## src/rtl/core/rolling_window_aggregate_top_assert.svh

```systemverilog
// Assertion macros used by the RTL of the rolling window block.
`ifndef ROLLING_WINDOW_AGGREGATE_TOP_ASSERT_SVH
`define ROLLING_WINDOW_AGGREGATE_TOP_ASSERT_SVH

// Same-cycle implication, checked outside reset.
`define RWA_ASSERT_IMP(lbl, ante, cons, msg) \
  lbl: assert property (@(posedge clk) disable iff (rst) (ante) |-> (cons)) else $error(msg);

// Next-cycle implication, checked outside reset.
`define RWA_ASSERT_NXT(lbl, ante, cons, msg) \
  lbl: assert property (@(posedge clk) disable iff (rst) (ante) |=> (cons)) else $error(msg);

`endif

```

## src/rtl/core/rwa_pkg.sv

```systemverilog
package rwa_pkg;

  // Aggregate selection codes
  localparam logic [2:0] MODE_SUM  = 3'd0;
  localparam logic [2:0] MODE_MUL  = 3'd1;
  localparam logic [2:0] MODE_MEAN = 3'd2;
  localparam logic [2:0] MODE_STD  = 3'd3;
  localparam logic [2:0] MODE_MIN  = 3'd4;
  localparam logic [2:0] MODE_MAX  = 3'd5;

  // Configuration register indexes
  localparam int CFG_IDX_W  = 2;
  localparam int CFG_DATA_W = 5;
  localparam logic [CFG_IDX_W-1:0] CFG_MODE = 2'd0;
  localparam logic [CFG_IDX_W-1:0] CFG_WLEN = 2'd1;

  typedef struct packed {
    logic signed [15:0] sample;
    logic               start_req;
  } in_t;

  typedef struct packed {
    logic               valid_res;
    logic signed [63:0] value;
  } res_t;

endpackage

```

## src/rtl/core/rolling_window_aggregate_top.sv

```systemverilog
// Sliding-window statistics over signed 16-bit samples. Each accepted beat is
// written into a ring of WINDOW_MAX entries and yields one result beat: sum,
// saturated product, mean or standard deviation (8 fraction bits, rounded
// down), minimum or maximum over the newest window_length samples. in_ready
// is low while one sample is in work. A sample whose window is not yet full,
// or whose mode is unknown, skips the window walk and yields valid_res low.
// Otherwise the window is walked one entry at a time through the single ring
// read port and the shared multiplier, with a read state and an accumulate
// state per entry and, for product, an upper-half state, since its 64-bit
// running value is multiplied one 32-bit half at a time. Sum, minimum,
// maximum and product then finish; mean runs a 64-step divider, and
// deviation runs three multiplies, the divider, then a 32-step square root.
// A finished result waits in the output register while the next sample is
// accepted. Configuration writes are taken in any cycle.
`include "rolling_window_aggregate_top_assert.svh"

module rolling_window_aggregate_top #(
  parameter int WINDOW_MAX = 16
) (
  input  logic                              clk,
  input  logic                              rst,
  input  logic                              in_valid,
  output logic                              in_ready,
  input  rwa_pkg::in_t                      in_data,
  output logic                              out_valid,
  input  logic                              out_ready,
  output rwa_pkg::res_t                     out_data,
  input  logic                              cfg_valid,
  output logic                              cfg_ready,
  input  logic [rwa_pkg::CFG_IDX_W-1:0]     cfg_index,
  input  logic [rwa_pkg::CFG_DATA_W-1:0]    cfg_data
);

  localparam int LG    = $clog2(WINDOW_MAX);
  localparam int SLOT_W = LG;
  localparam int CNT_W = $clog2(WINDOW_MAX + 1);
  localparam int CMP_W = (CNT_W > 5) ? CNT_W : 5;
  localparam int MAG_W = 16 + LG;
  localparam int SUM_W = MAG_W + 1;
  localparam int S2_W  = 31 + LG;
  localparam int DVS_W = 2 * LG + 1;
  localparam int A_W   = (S2_W > 32) ? S2_W : 32;
  localparam int PRD_W = A_W + MAG_W;

  typedef enum logic [11:0] {
    ST_IDLE = 12'b000000000001,
    ST_RD   = 12'b000000000010,
    ST_ACC  = 12'b000000000100,
    ST_POST = 12'b000000001000,
    ST_M1   = 12'b000000010000,
    ST_M2   = 12'b000000100000,
    ST_M3   = 12'b000001000000,
    ST_DIV  = 12'b000010000000,
    ST_DFIN = 12'b000100000000,
    ST_SQRT = 12'b001000000000,
    ST_FIN  = 12'b010000000000,
    ST_MHI  = 12'b100000000000
  } state_t;

  state_t state;

  // Configuration and bookkeeping
  logic [2:0]         mode;
  logic [4:0]         wlen;
  logic [SLOT_W-1:0]  write_slot;
  logic [CNT_W-1:0]   fill_count;

  // Per-sample work registers
  logic [2:0]         cur_mode;
  logic [CNT_W-1:0]   n;
  logic [CNT_W-1:0]   cnt;
  logic [SLOT_W-1:0]  rd_addr;
  logic signed [15:0] rd_data;
  logic signed [15:0] ring [WINDOW_MAX];
  logic signed [SUM_W-1:0] s;
  logic [S2_W-1:0]    s2;
  logic [63:0]        mag;
  logic [PRD_W-1:0]   plo;
  logic               sat;
  logic               neg;
  logic               zero;
  logic signed [15:0] best;
  logic [63:0]        t1;
  logic [63:0]        dvd;
  logic [DVS_W-1:0]   dvs;
  logic [DVS_W-1:0]   rem;
  logic [63:0]        root;
  logic [63:0]        sq_bit;
  logic [5:0]         step;
  logic               res_ok;
  logic signed [63:0] res_val;

  logic               in_acc;
  assign in_ready  = (state == ST_IDLE);
  assign in_acc    = in_valid && in_ready;
  assign cfg_ready = 1'b1;

  // Effective window length and fill count for the incoming beat
  logic [CMP_W-1:0] wl_ext;
  logic [CNT_W-1:0] n_new;
  logic [CNT_W-1:0] fill_base;
  logic [CNT_W-1:0] fill_new;
  always_comb begin
    wl_ext = CMP_W'(wlen);
    if (wlen == 5'd0) begin
      n_new = CNT_W'(1);
    end else if (wl_ext > CMP_W'(WINDOW_MAX)) begin
      n_new = CNT_W'(WINDOW_MAX);
    end else begin
      n_new = CNT_W'(wl_ext);
    end
    fill_base = in_data.start_req ? '0 : fill_count;
    fill_new  = (fill_base < CNT_W'(WINDOW_MAX)) ? CNT_W'(fill_base + 1'b1) : fill_base;
  end

  // Current entry and shared multiplier
  logic signed [16:0] xe;
  logic [16:0]        axe;
  logic [MAG_W-1:0]   ax;
  logic [MAG_W-1:0]   abs_s;
  logic [A_W-1:0]     mul_a;
  logic [MAG_W-1:0]   mul_b;
  logic [PRD_W-1:0]   prod;
  logic [64:0]        mul_sum;
  logic               mul_ovf;
  always_comb begin
    xe    = {rd_data[15], rd_data};
    axe   = rd_data[15] ? 17'(-xe) : 17'(xe);
    ax    = MAG_W'(axe);
    abs_s = s[SUM_W-1] ? MAG_W'(-s) : MAG_W'(s);
    mul_a = A_W'(ax);
    mul_b = ax;
    case (state)
      ST_ACC: begin
        mul_a = (cur_mode == rwa_pkg::MODE_MUL) ? A_W'(mag[31:0]) : A_W'(ax);
        mul_b = ax;
      end
      ST_MHI: begin
        mul_a = A_W'(mag[63:32]);
        mul_b = ax;
      end
      ST_M1: begin
        mul_a = A_W'(s2);
        mul_b = MAG_W'(n);
      end
      ST_M2: begin
        mul_a = A_W'(abs_s);
        mul_b = abs_s;
      end
      ST_M3: begin
        mul_a = A_W'(n);
        mul_b = MAG_W'(n);
      end
      default: begin
        mul_a = A_W'(ax);
        mul_b = ax;
      end
    endcase
    prod = PRD_W'(mul_a) * PRD_W'(mul_b);
    // combine the upper half product with the stored lower half
    mul_sum = {1'b0, prod[31:0], 32'd0} + 65'(plo);
    mul_ovf = (|prod[PRD_W-1:32]) | mul_sum[64];
  end

  // Divider step and square-root step
  logic [DVS_W:0]  rs;
  logic            ge;
  logic [63:0]     sq_t;
  logic            sq_ge;
  logic [63:0]     root_next;
  always_comb begin
    rs        = {rem, dvd[63]};
    ge        = (rs >= {1'b0, dvs});
    sq_t      = root + sq_bit;
    sq_ge     = (dvd >= sq_t);
    root_next = sq_ge ? ((root >> 1) + sq_bit) : (root >> 1);
  end

  // Configuration registers
  always_ff @(posedge clk) begin
    if (rst) begin
      mode <= rwa_pkg::MODE_SUM;
      wlen <= 5'd1;
    end else if (cfg_valid && cfg_ready) begin
      case (cfg_index)
        rwa_pkg::CFG_MODE: mode <= cfg_data[2:0];
        rwa_pkg::CFG_WLEN: wlen <= cfg_data;
        default: ;
      endcase
    end
  end

  // Ring memory: write on accept, registered read
  always_ff @(posedge clk) begin
    if (in_acc) begin
      ring[write_slot] <= in_data.sample;
    end
    rd_data <= ring[rd_addr];
  end

  // Sequencer
  always_ff @(posedge clk) begin
    if (rst) begin
      state      <= ST_IDLE;
      write_slot <= '0;
      fill_count <= '0;
      out_valid  <= 1'b0;
    end else begin
      if (out_valid && out_ready && state != ST_FIN) begin
        out_valid <= 1'b0;
      end
      case (state)
        ST_IDLE: begin
          if (in_acc) begin
            write_slot <= (write_slot == SLOT_W'(WINDOW_MAX - 1)) ? '0
                          : SLOT_W'(write_slot + 1'b1);
            fill_count <= fill_new;
            cur_mode   <= mode;
            n          <= n_new;
            cnt        <= '0;
            rd_addr    <= write_slot;
            s          <= '0;
            s2         <= '0;
            mag        <= 64'd1;
            sat        <= 1'b0;
            neg        <= 1'b0;
            zero       <= 1'b0;
            res_ok     <= 1'b0;
            res_val    <= '0;
            if (fill_new < n_new || !(mode inside {rwa_pkg::MODE_SUM, rwa_pkg::MODE_MUL,
                rwa_pkg::MODE_MEAN, rwa_pkg::MODE_STD, rwa_pkg::MODE_MIN,
                rwa_pkg::MODE_MAX})) begin
              state <= ST_FIN;
            end else begin
              state <= ST_RD;
            end
          end
        end
        ST_RD: begin
          state <= ST_ACC;
        end
        ST_ACC: begin
          // fold one entry into the sum, square, sign, zero and best accumulators
          s    <= s + SUM_W'(rd_data);
          s2   <= s2 + S2_W'(prod);
          neg  <= neg ^ rd_data[15];
          zero <= zero | (rd_data == 16'sd0);
          if (cnt == '0 ||
              ((cur_mode == rwa_pkg::MODE_MIN) ? (rd_data < best) : (rd_data > best))) begin
            best <= rd_data;
          end
          cnt <= CNT_W'(cnt + 1'b1);
          if (cur_mode == rwa_pkg::MODE_MUL) begin
            // keep the lower half product for the upper half multiply
            plo   <= prod;
            state <= ST_MHI;
          end else begin
            rd_addr <= (rd_addr == '0) ? SLOT_W'(WINDOW_MAX - 1) : SLOT_W'(rd_addr - 1'b1);
            state   <= (CNT_W'(cnt + 1'b1) == n) ? ST_POST : ST_RD;
          end
        end
        ST_MHI: begin
          // finish the running product for this entry
          if (!sat) begin
            if (mul_ovf) begin
              sat <= 1'b1;
            end else begin
              mag <= mul_sum[63:0];
            end
          end
          rd_addr <= (rd_addr == '0) ? SLOT_W'(WINDOW_MAX - 1) : SLOT_W'(rd_addr - 1'b1);
          state   <= (cnt == n) ? ST_POST : ST_RD;
        end
        ST_POST: begin
          res_ok <= 1'b1;
          case (cur_mode)
            rwa_pkg::MODE_SUM: begin
              res_val <= 64'(s);
              state   <= ST_FIN;
            end
            rwa_pkg::MODE_MUL: begin
              if (zero) begin
                res_val <= '0;
              end else if (neg) begin
                res_val <= (sat || mag[63]) ? {1'b1, 63'd0} : -$signed(mag);
              end else begin
                res_val <= (sat || mag[63]) ? {1'b0, {63{1'b1}}} : $signed(mag);
              end
              state <= ST_FIN;
            end
            rwa_pkg::MODE_MEAN: begin
              dvd   <= 64'(abs_s) << 8;
              dvs   <= DVS_W'(n);
              rem   <= '0;
              step  <= '0;
              state <= ST_DIV;
            end
            rwa_pkg::MODE_STD: begin
              state <= ST_M1;
            end
            default: begin
              res_val <= 64'(best);
              state   <= ST_FIN;
            end
          endcase
        end
        ST_M1: begin
          t1    <= 64'(prod);
          state <= ST_M2;
        end
        ST_M2: begin
          dvd   <= t1 - 64'(prod);
          state <= ST_M3;
        end
        ST_M3: begin
          dvs   <= prod[DVS_W-1:0];
          dvd   <= dvd << 16;
          rem   <= '0;
          step  <= '0;
          state <= ST_DIV;
        end
        ST_DIV: begin
          // one restoring quotient bit per cycle
          rem   <= ge ? DVS_W'(rs - {1'b0, dvs}) : rs[DVS_W-1:0];
          dvd   <= {dvd[62:0], ge};
          step  <= 6'(step + 1'b1);
          if (step == 6'd63) begin
            state <= ST_DFIN;
          end
        end
        ST_DFIN: begin
          if (cur_mode == rwa_pkg::MODE_MEAN) begin
            res_val <= s[SUM_W-1] ? -$signed(dvd + 64'(rem != '0)) : $signed(dvd);
            state   <= ST_FIN;
          end else begin
            root   <= '0;
            sq_bit <= 64'd1 << 62;
            step   <= '0;
            state  <= ST_SQRT;
          end
        end
        ST_SQRT: begin
          // one result bit per cycle
          if (sq_ge) begin
            dvd <= dvd - sq_t;
          end
          root   <= root_next;
          sq_bit <= sq_bit >> 2;
          step   <= 6'(step + 1'b1);
          if (step == 6'd31) begin
            res_val <= $signed(root_next);
            state   <= ST_FIN;
          end
        end
        ST_FIN: begin
          // hand off once the output register is free
          if (!out_valid || out_ready) begin
            out_valid          <= 1'b1;
            out_data.valid_res <= res_ok;
            out_data.value     <= res_val;
            state              <= ST_IDLE;
          end
        end
        default: begin
          state <= ST_IDLE;
        end
      endcase
    end
  end

  `RWA_ASSERT_NXT(a_busy_after_accept, in_acc, !in_ready, "ready held high after accept")
  `RWA_ASSERT_IMP(a_fill_bound, 1'b1, fill_count <= CNT_W'(WINDOW_MAX), "fill count overran")
  `RWA_ASSERT_IMP(a_walk_bound, state == ST_ACC, cnt < n, "window walk overran")
  `RWA_ASSERT_IMP(a_sqrt_bit, state == ST_SQRT, sq_bit != 64'd0, "square root ran dry")

endmodule

```

## config.mk

```make
export PLATFORM = sky130hd
export DESIGN_NAME = rolling_window_aggregate_top
export DESIGN_NICKNAME = d
export VERILOG_FILES = /design/src/rtl/core/rwa_pkg.sv /design/src/rtl/core/rolling_window_aggregate_top.sv
export VERILOG_INCLUDE_DIRS = /design/src /design/src/rtl/core
export SDC_FILE = /design/constraint.sdc
export NUM_CORES = 2
export LEC_CHECK = 0
export BUFFER_PORTS_ARGS = -buffer_cell sky130_fd_sc_hd__clkbuf_2
export CORE_UTILIZATION = 55
export CTS_CLUSTER_DIAMETER = 150
export DETAILED_ROUTE_END_ITERATION = 7
export GPL_TIMING_DRIVEN = 0
export PLACE_DENSITY_LB_ADDON = 0.15
export SYNTH_ARGS = -nofsm -noshare
export SYNTH_HDL_FRONTEND = slang
export SYNTH_SLANG_ARGS = --single-unit
```

## constraint.sdc

```tcl
create_clock -name clk -period 30 [get_ports clk]
set_input_delay 0 -clock clk [delete_from_list [all_inputs] [get_ports clk]]
set_output_delay 0 -clock clk [all_outputs]
set_load 0.03 [all_outputs]
```

* After elaboration in Yosys (flattened, before gate mapping)
Memory sizes are Yosys's and may differ from the RTL's. A register that Yosys moved wholly into a read port is not among the register bits. Cells that the tools add are included.
Cells by class: add/sub/neg operators 18, multiply operators 1, order comparisons 7, eq/ne operators 40, muxes and demuxes 74, bitwise logic cells 4, reductions and logical operators 52
Operator list (count):
- 2-to-1 mux 64 bit | 16
- case mux 64 bit (2 select lines) | 3
- case mux 64 bit (5 select lines) | 1
- case mux 64 bit (4 select lines) | 1
- case mux 64 bit (3 select lines) | 1
- case mux 35 bit (5 select lines) | 1
- case mux 12 bit (12 select lines) | 1
- negation 64 bit | 2
- case mux 35 bit (2 select lines) | 1
- adder 64 x 55 -> 65 bit | 1
- adder 63 x 64 -> 64 bit | 1
- adder 64 x 1 -> 64 bit | 1
- adder 64 bit | 1
- greater-or-equal comparator 64 bit | 1
- subtractor 64 bit | 1
- 2-to-1 mux 12 bit | 5
- subtractor 55 x 55 -> 56 bit | 1
- multiplier 35 x 20 -> 55 bit | 1
- case mux 21 bit (2 select lines) | 1
- case mux 20 bit (2 select lines) | 1
- adder 35 bit | 1
- 2-to-1 mux 35 bit | 1
- 2-to-1 mux 32 bit | 1
- AND reduction 3 bit | 10
- other kinds (76) | 141
Word-level totals: bits in registers 642, RAM bits 256, output and inout port bits 68, word-level logic and storage cells 226, memories kept 1
Memory list:
- ring | words 16, width 16, rd ports 1, clocked after Yosys merged registers in 1, wr ports 1, RTL line rolling_window_aggregate_top.sv:74 | logic signed [15:0] ring [WINDOW_MAX];

* Longest topological paths before layout
depth in word-level cells 10, mapped depth 53, depth with buffers taken out 50

* Least setup slack after synthesis
OpenSTA, ideal clock, no wires.
path type register -> register, start point register state[0], end point register mag[0] (enable), data arrival time 12342 ps, required time 29506 ps, path slack 17164 ps, stages on the path, launching flop included 41, buffers on the path 2, cells stage by stage dfxtp_1 nor2_1 nand4_1 or3_1 nor3b_1 nor2_1 a21oi_1 clkbuf_1 nor2_1 a211oi_1 clkbuf_1 nor2_1 fa_1 fa_1 inv_1 fa_1 inv_1 fa_1 (+5 left out) ha_1 and3_1 and4_1 nor2_1 o21a_1 xnor2_1 ha_1 a21o_1 a21o_1 a21oi_1 nand2_1 o211a_1 o31a_1 o21ai_0 a21o_1 or4_1 a31oi_1 nor2b_1
Between the ends: longest elaborated chain between the ends 8, elaborated cells on any way between the ends 19, those cells by class add/sub: 1; mul: 1; eq/ne: 9; mux: 2; bitwise: 1; reduce/logical: 5
RTL lines:
- start, declared | RTL line rolling_window_aggregate_top.sv:60 | state_t state;
- start signal, assigned | RTL line rolling_window_aggregate_top.sv:259 | state <= (CNT_W'(cnt + 1'b1) == n) ? ST_POST : ST_RD;
- start signal, assigned | RTL line rolling_window_aggregate_top.sv:272 | state <= (cnt == n) ? ST_POST : ST_RD;
- equality test 12 x 7 -> 1 bit or equality test 12 x 5 -> 1 bit (tied branches) | RTL line rolling_window_aggregate_top.sv:133 | case (state)
- OR reduction 2 bit (no source line)
- case mux 20 bit (2 select lines) | RTL line rolling_window_aggregate_top.sv:133
- multiplier 35 x 20 -> 55 bit * | RTL line rolling_window_aggregate_top.sv:159 | prod = PRD_W'(mul_a) * PRD_W'(mul_b);
- via prod[13] | RTL line rolling_window_aggregate_top.sv:123 | logic [PRD_W-1:0] prod;
- adder 64 x 55 -> 65 bit * | RTL line rolling_window_aggregate_top.sv:161 | mul_sum = {1'b0, prod[31:0], 32'd0} + 65'(plo);
- bitwise OR 1 bit * | RTL line rolling_window_aggregate_top.sv:162 | mul_ovf = (|prod[PRD_W-1:32]) | mul_sum[64];
- != test 2 bit (no source line) *
- AND reduction 5 bit (no source line) *
- end signal, assigned | RTL line rolling_window_aggregate_top.sv:268 | mag <= mul_sum[63:0];
- end, declared | RTL line rolling_window_aggregate_top.sv:77 | logic [63:0] mag;
Mark *: on every way through the listed nets, which the timed path passes. The rest lies on a longest branch. A chain may end at the register's enable or synchronous reset.

* Worst setup path after layout
start point register state[0], end point register dvd[49], data pin
Between the ends: longest elaborated chain between the ends 6, elaborated cells on any way between the ends 14, those cells by class add/sub: 1; mul: 1; eq/ne: 8; mux: 3; reduce/logical: 1
RTL lines:
- equality test 12 x 7 -> 1 bit or equality test 12 x 5 -> 1 bit (tied branches) | RTL line rolling_window_aggregate_top.sv:133
- OR reduction 2 bit (no source line)
- case mux 20 bit (2 select lines) | RTL line rolling_window_aggregate_top.sv:133
- multiplier 35 x 20 -> 55 bit * | RTL line rolling_window_aggregate_top.sv:159
- via prod[29] | RTL line rolling_window_aggregate_top.sv:123
- subtractor 55 x 55 -> 56 bit * | RTL line rolling_window_aggregate_top.sv:312 | dvd <= t1 - 64'(prod);
- case mux 64 bit (5 select lines) * | RTL line rolling_window_aggregate_top.sv:212 | case (state)
- end signal, assigned | RTL line rolling_window_aggregate_top.sv:312
- end signal, assigned | RTL line rolling_window_aggregate_top.sv:317 | dvd <= dvd << 16;
- end signal, assigned | RTL line rolling_window_aggregate_top.sv:325 | dvd <= {dvd[62:0], ge};
- end, declared | RTL line rolling_window_aggregate_top.sv:84 | logic [63:0] dvd;
Marks and branches as above.

==> flow_metrics.env <==
export IMPL_place_inst=10040
export IMPL_r2r_setup_slk_ns=13.65
export IMPL_cts_sinks=882
export IMPL_synth_seq_area_share=0.3339
export IMPL_grt_antenna_before_repair=18
export IMPL_avgRoutedWirePerCell_microns=29.10
export IMPL_crit_type="reg2reg"
export IMPL_area_of_the_die_sq_um=143200
export IMPL_synthesis_yosys_warnings=0
export IMPL_placement_io_buffers=94
export IMPL_cp_start_kind="flop"
export IMPL_postCtsHoldBufs=36
export IMPL_route_detailed_vias_per_inst=6.415
export IMPL_worst_endpoint_required_ns=30.42
export IMPL_failed_checks="design-rule violations, max-capacitance violations, max-slew violations"
export IMPL_final_setup_tns_ns=0
export IMPL_maximum_fanout_along_the_worst_path=10
export IMPL_critPathLaunch="state[0]"
export IMPL_drv_slew=11
export IMPL_cts_tree="yes"
export IMPL_cts_repair_timing_setup_buffer_count=0
export IMPL_ys_types=116
export IMPL_cp_slowest_stage_delay_ns=0.88
export IMPL_postRouteWirelength_mm=298.7
export IMPL_crit_slowest_cell="sky130_fd_sc_hd__clkbuf_1"
export IMPL_cts_htree_levels=3
export IMPL_postCtsResizedCells=0
export IMPL_timing_fmax_mhz=61.18
export IMPL_core_rowCount=137
export IMPL_aggregate_global_routing_overflow=0
export IMPL_worst_skew_pair_late_latency_ns=0.78
export IMPL_post_route_cells_drive_above_1_share=0.06801
export IMPL_num_io_pins=97
export IMPL_post_route_min_period_ns=16.35
export IMPL_prevailing_post_synth_register_cell="sky130_fd_sc_hd__edfxtp_1"
export IMPL_worst_setup_path_endpoint="dvd[49]"
export IMPL_rr_worst_depth=47
export IMPL_start_util=0.5565
export IMPL_route_detailed_drc=9
export IMPL_hold_violations=0
export IMPL_synth_avg_cell_area_sq_um=9.843
export IMPL_hold_path_class="in2reg"
export IMPL_grt_start_max_net_pins=30
export IMPL_worst_setup_path_end_kind="flop"
export IMPL_grt_pass1_wl_mm=426.4
export IMPL_fp_dieW_microns=378.4
export IMPL_cts_max_path_buffers=3
export IMPL_globalRouteTotalUtil=0.4144
export IMPL_design_final_nets=9443
export IMPL_min_path_cells=4
export IMPL_cts_inserted_buffers=95
export IMPL_gp_congestion=1.076
export IMPL_clock_slew_at_reported_path_ffs_ns=0.07
export IMPL_timing_rr_start="state[0]"
export IMPL_ant_nets=0
export IMPL_final_setup_viol_count=0
export IMPL_worst_ep_arrival_time_ns=16.77
export IMPL_number_of_design_rule_violations_left_by_the_first_detailed_router_iteration=8575
export IMPL_max_cap_violations=2
export IMPL_ys_seq_elements=882
export IMPL_synthesis_area_sq_um=77930
export IMPL_die_h_microns=378.4
export IMPL_postSynth_asyncResetShare=0
export IMPL_worst_r2r_endpoint="dvd[49]"
export IMPL_number_of_vias_in_the_routed_layout=65850
export IMPL_core_sq_um=140000
export IMPL_headroom_to_the_max_slew_limit=-0.05485
export IMPL_share_of_the_cycle_needed_by_the_critical_path_after_routing=0.5449
export IMPL_critical_path_top_cell_by_count="sky130_fd_sc_hd__fa_1"
export IMPL_area_growth_syn_to_layout_pct=10.06
export IMPL_netlist_instances=7918
export IMPL_fin_skew_ns=0.07317
export IMPL_status="finished, violations left"
export IMPL_layoutNonFillerInstCount=10270
export IMPL_slew_of_the_pin_with_the_lowest_slew_margin_ns=1.582
export IMPL_ctsRootBufferMaster="sky130_fd_sc_hd__clkbuf_16"
export IMPL_number_of_enable_type_register_cells_in_the_synthesized_netlist=836
export IMPL_dp_hpwl_mm=239.8
export IMPL_first_pass_iters=8
export IMPL_vias_in_the_first_global_route=63030
export IMPL_rsz0062_at_grt="false"
==> Yosys cell counts, types with 70 or more instances <==
cell                       instances  area share
sky130_fd_sc_hd__a21o_1          166       0.016
sky130_fd_sc_hd__a21oi_1         387       0.025
sky130_fd_sc_hd__and2_1          117      0.0094
sky130_fd_sc_hd__clkbuf_1        269       0.013
sky130_fd_sc_hd__edfxtp_1        836        0.32
sky130_fd_sc_hd__fa_1            596        0.15
sky130_fd_sc_hd__ha_1            519       0.083
sky130_fd_sc_hd__inv_1           898       0.043
sky130_fd_sc_hd__mux4_2           80       0.023
sky130_fd_sc_hd__nand2_1         794       0.038
sky130_fd_sc_hd__nand2b_1         78      0.0063
sky130_fd_sc_hd__nand3_1         103      0.0066
sky130_fd_sc_hd__nand4_1          74      0.0059
sky130_fd_sc_hd__nor2_1          786       0.038
sky130_fd_sc_hd__nor2b_1          74      0.0059
sky130_fd_sc_hd__nor3_1           96      0.0062
sky130_fd_sc_hd__o21ai_0         388       0.025
sky130_fd_sc_hd__o21bai_1         70      0.0067
sky130_fd_sc_hd__xnor2_1         271       0.030
sky130_fd_sc_hd__xor2_1          217       0.024
==> state kept, by name (all words and copies together) (netlist names), 6 cells and up <==
name,cells
best,16
dvd,64
dvs,9
mag,64
out_data,65
plo,55
rd_data,16
rem,9
res_val,64
ring,256
root,64
s,21
s2,35
sq_bit,32
state,12
step,6
t1,55
==> critical path, delay by kind of cell (launching register included) <==
kind                       cells  cell delay, ns
AOI/OAI and AO/OA             10            2.86
xor gates and xnor gates       2            1.16
adders and majority gates      9            4.17
buffers and inverters         12            3.62
DFF                            1            0.33
and+or+nand+nor               14            3.86
==> how the worst min path moves through the flow <==
stage          slack (ns)          to        start
5_1_grt               0.1     mode[1]  cfg_data[1]
6_report             0.07     mode[2]  cfg_data[2]
3_5_place_dp         0.25   wl_ext[3]  cfg_data[3]
2_1_floorplan         0.1  ring[0][0]   in_data[1]
3_3_place_gp         0.24   wl_ext[3]  cfg_data[3]
4_1_cts              0.04     mode[2]  cfg_data[2]
==> cell usage in the layout, fill, tap and decap left out, drive strengths merged, types with 40 or more instances in the layout <==
master / count
a211oi: 71
a21o: 167
a21oi: 397
a221o: 56
a222oi: 48
a31oi: 66
and2: 123
and3: 49
buf: 128
clkbuf: 473
clkinv: 42
conb: 94
dfxtp: 46
edfxtp: 836
fa: 596
ha: 519
inv: 907
mux4: 80
nand2: 794
nand2b: 78
nand3: 103
nand4: 75
nor2: 787
nor2b: 74
nor3: 99
o21ai: 415
o21bai: 70
o31ai: 40
or3: 50
xnor2: 273
xor2: 218
==> through the flow <==
stage / setup WS (ns) / util / instance area, sq um / hold slack, ns
global route: 13.26 / 0.6124 / 85760 / 0.09850
global placement: 10.43 / 0.5791 / 81100 / 0.2392
detailed placement: 14.15 / 0.5863 / 82110 / 0.2480
finish: 13.65 / 0.6125 / 85780 / 0.07309
CTS: 14.10 / 0.6123 / 85750 / 0.03882
floorplan: 17.16 / - / 78280 / 0.09887
==> cell type report <==
class                   count  area (sq um)
multi-input cells        5894         47740
well taps                1876          2347
diodes                      8         20.02
clock buffers             110          2486
plain buffers             335          1316
fillers                 11940         54270
repair buffers            192          1668
clock inverters            69         798.3
flip-flops and latches    882         26030
inverters                 899          3376
==> layer usage <==
| layer | track usage | share of wire | wire length [microns] |
|---|---|---|---|
| met2 | 0.6057 | 0.42 | 126500 |
| met1 | 0.5529 | 0.39 | 116500 |
| met5 | 0 | 0.00016 | 49 |
| met3 | 0.1130 | 0.12 | 35010 |
| met4 | 0.2389 | 0.069 | 20640 |
==> cells by family after synthesis <==
| kind of cell | Yosys count | share of synthesized area |
|---|---|---|
| mux | 109 | 0.02688 |
| fa+ha+maj | 1134 | 0.2389 |
| buf+inv | 1234 | 0.06019 |
| xor+xnor | 491 | 0.05547 |
| compound gates | 1689 | 0.1449 |
| simple gates | 2377 | 0.1396 |
| flops | 882 | 0.3339 |
| other cells | 2 | 0.00009636 |
Power is left out: the tool's default activity adds up to more than one toggle a clock period on the data nets, which glitch-free logic cannot reach.
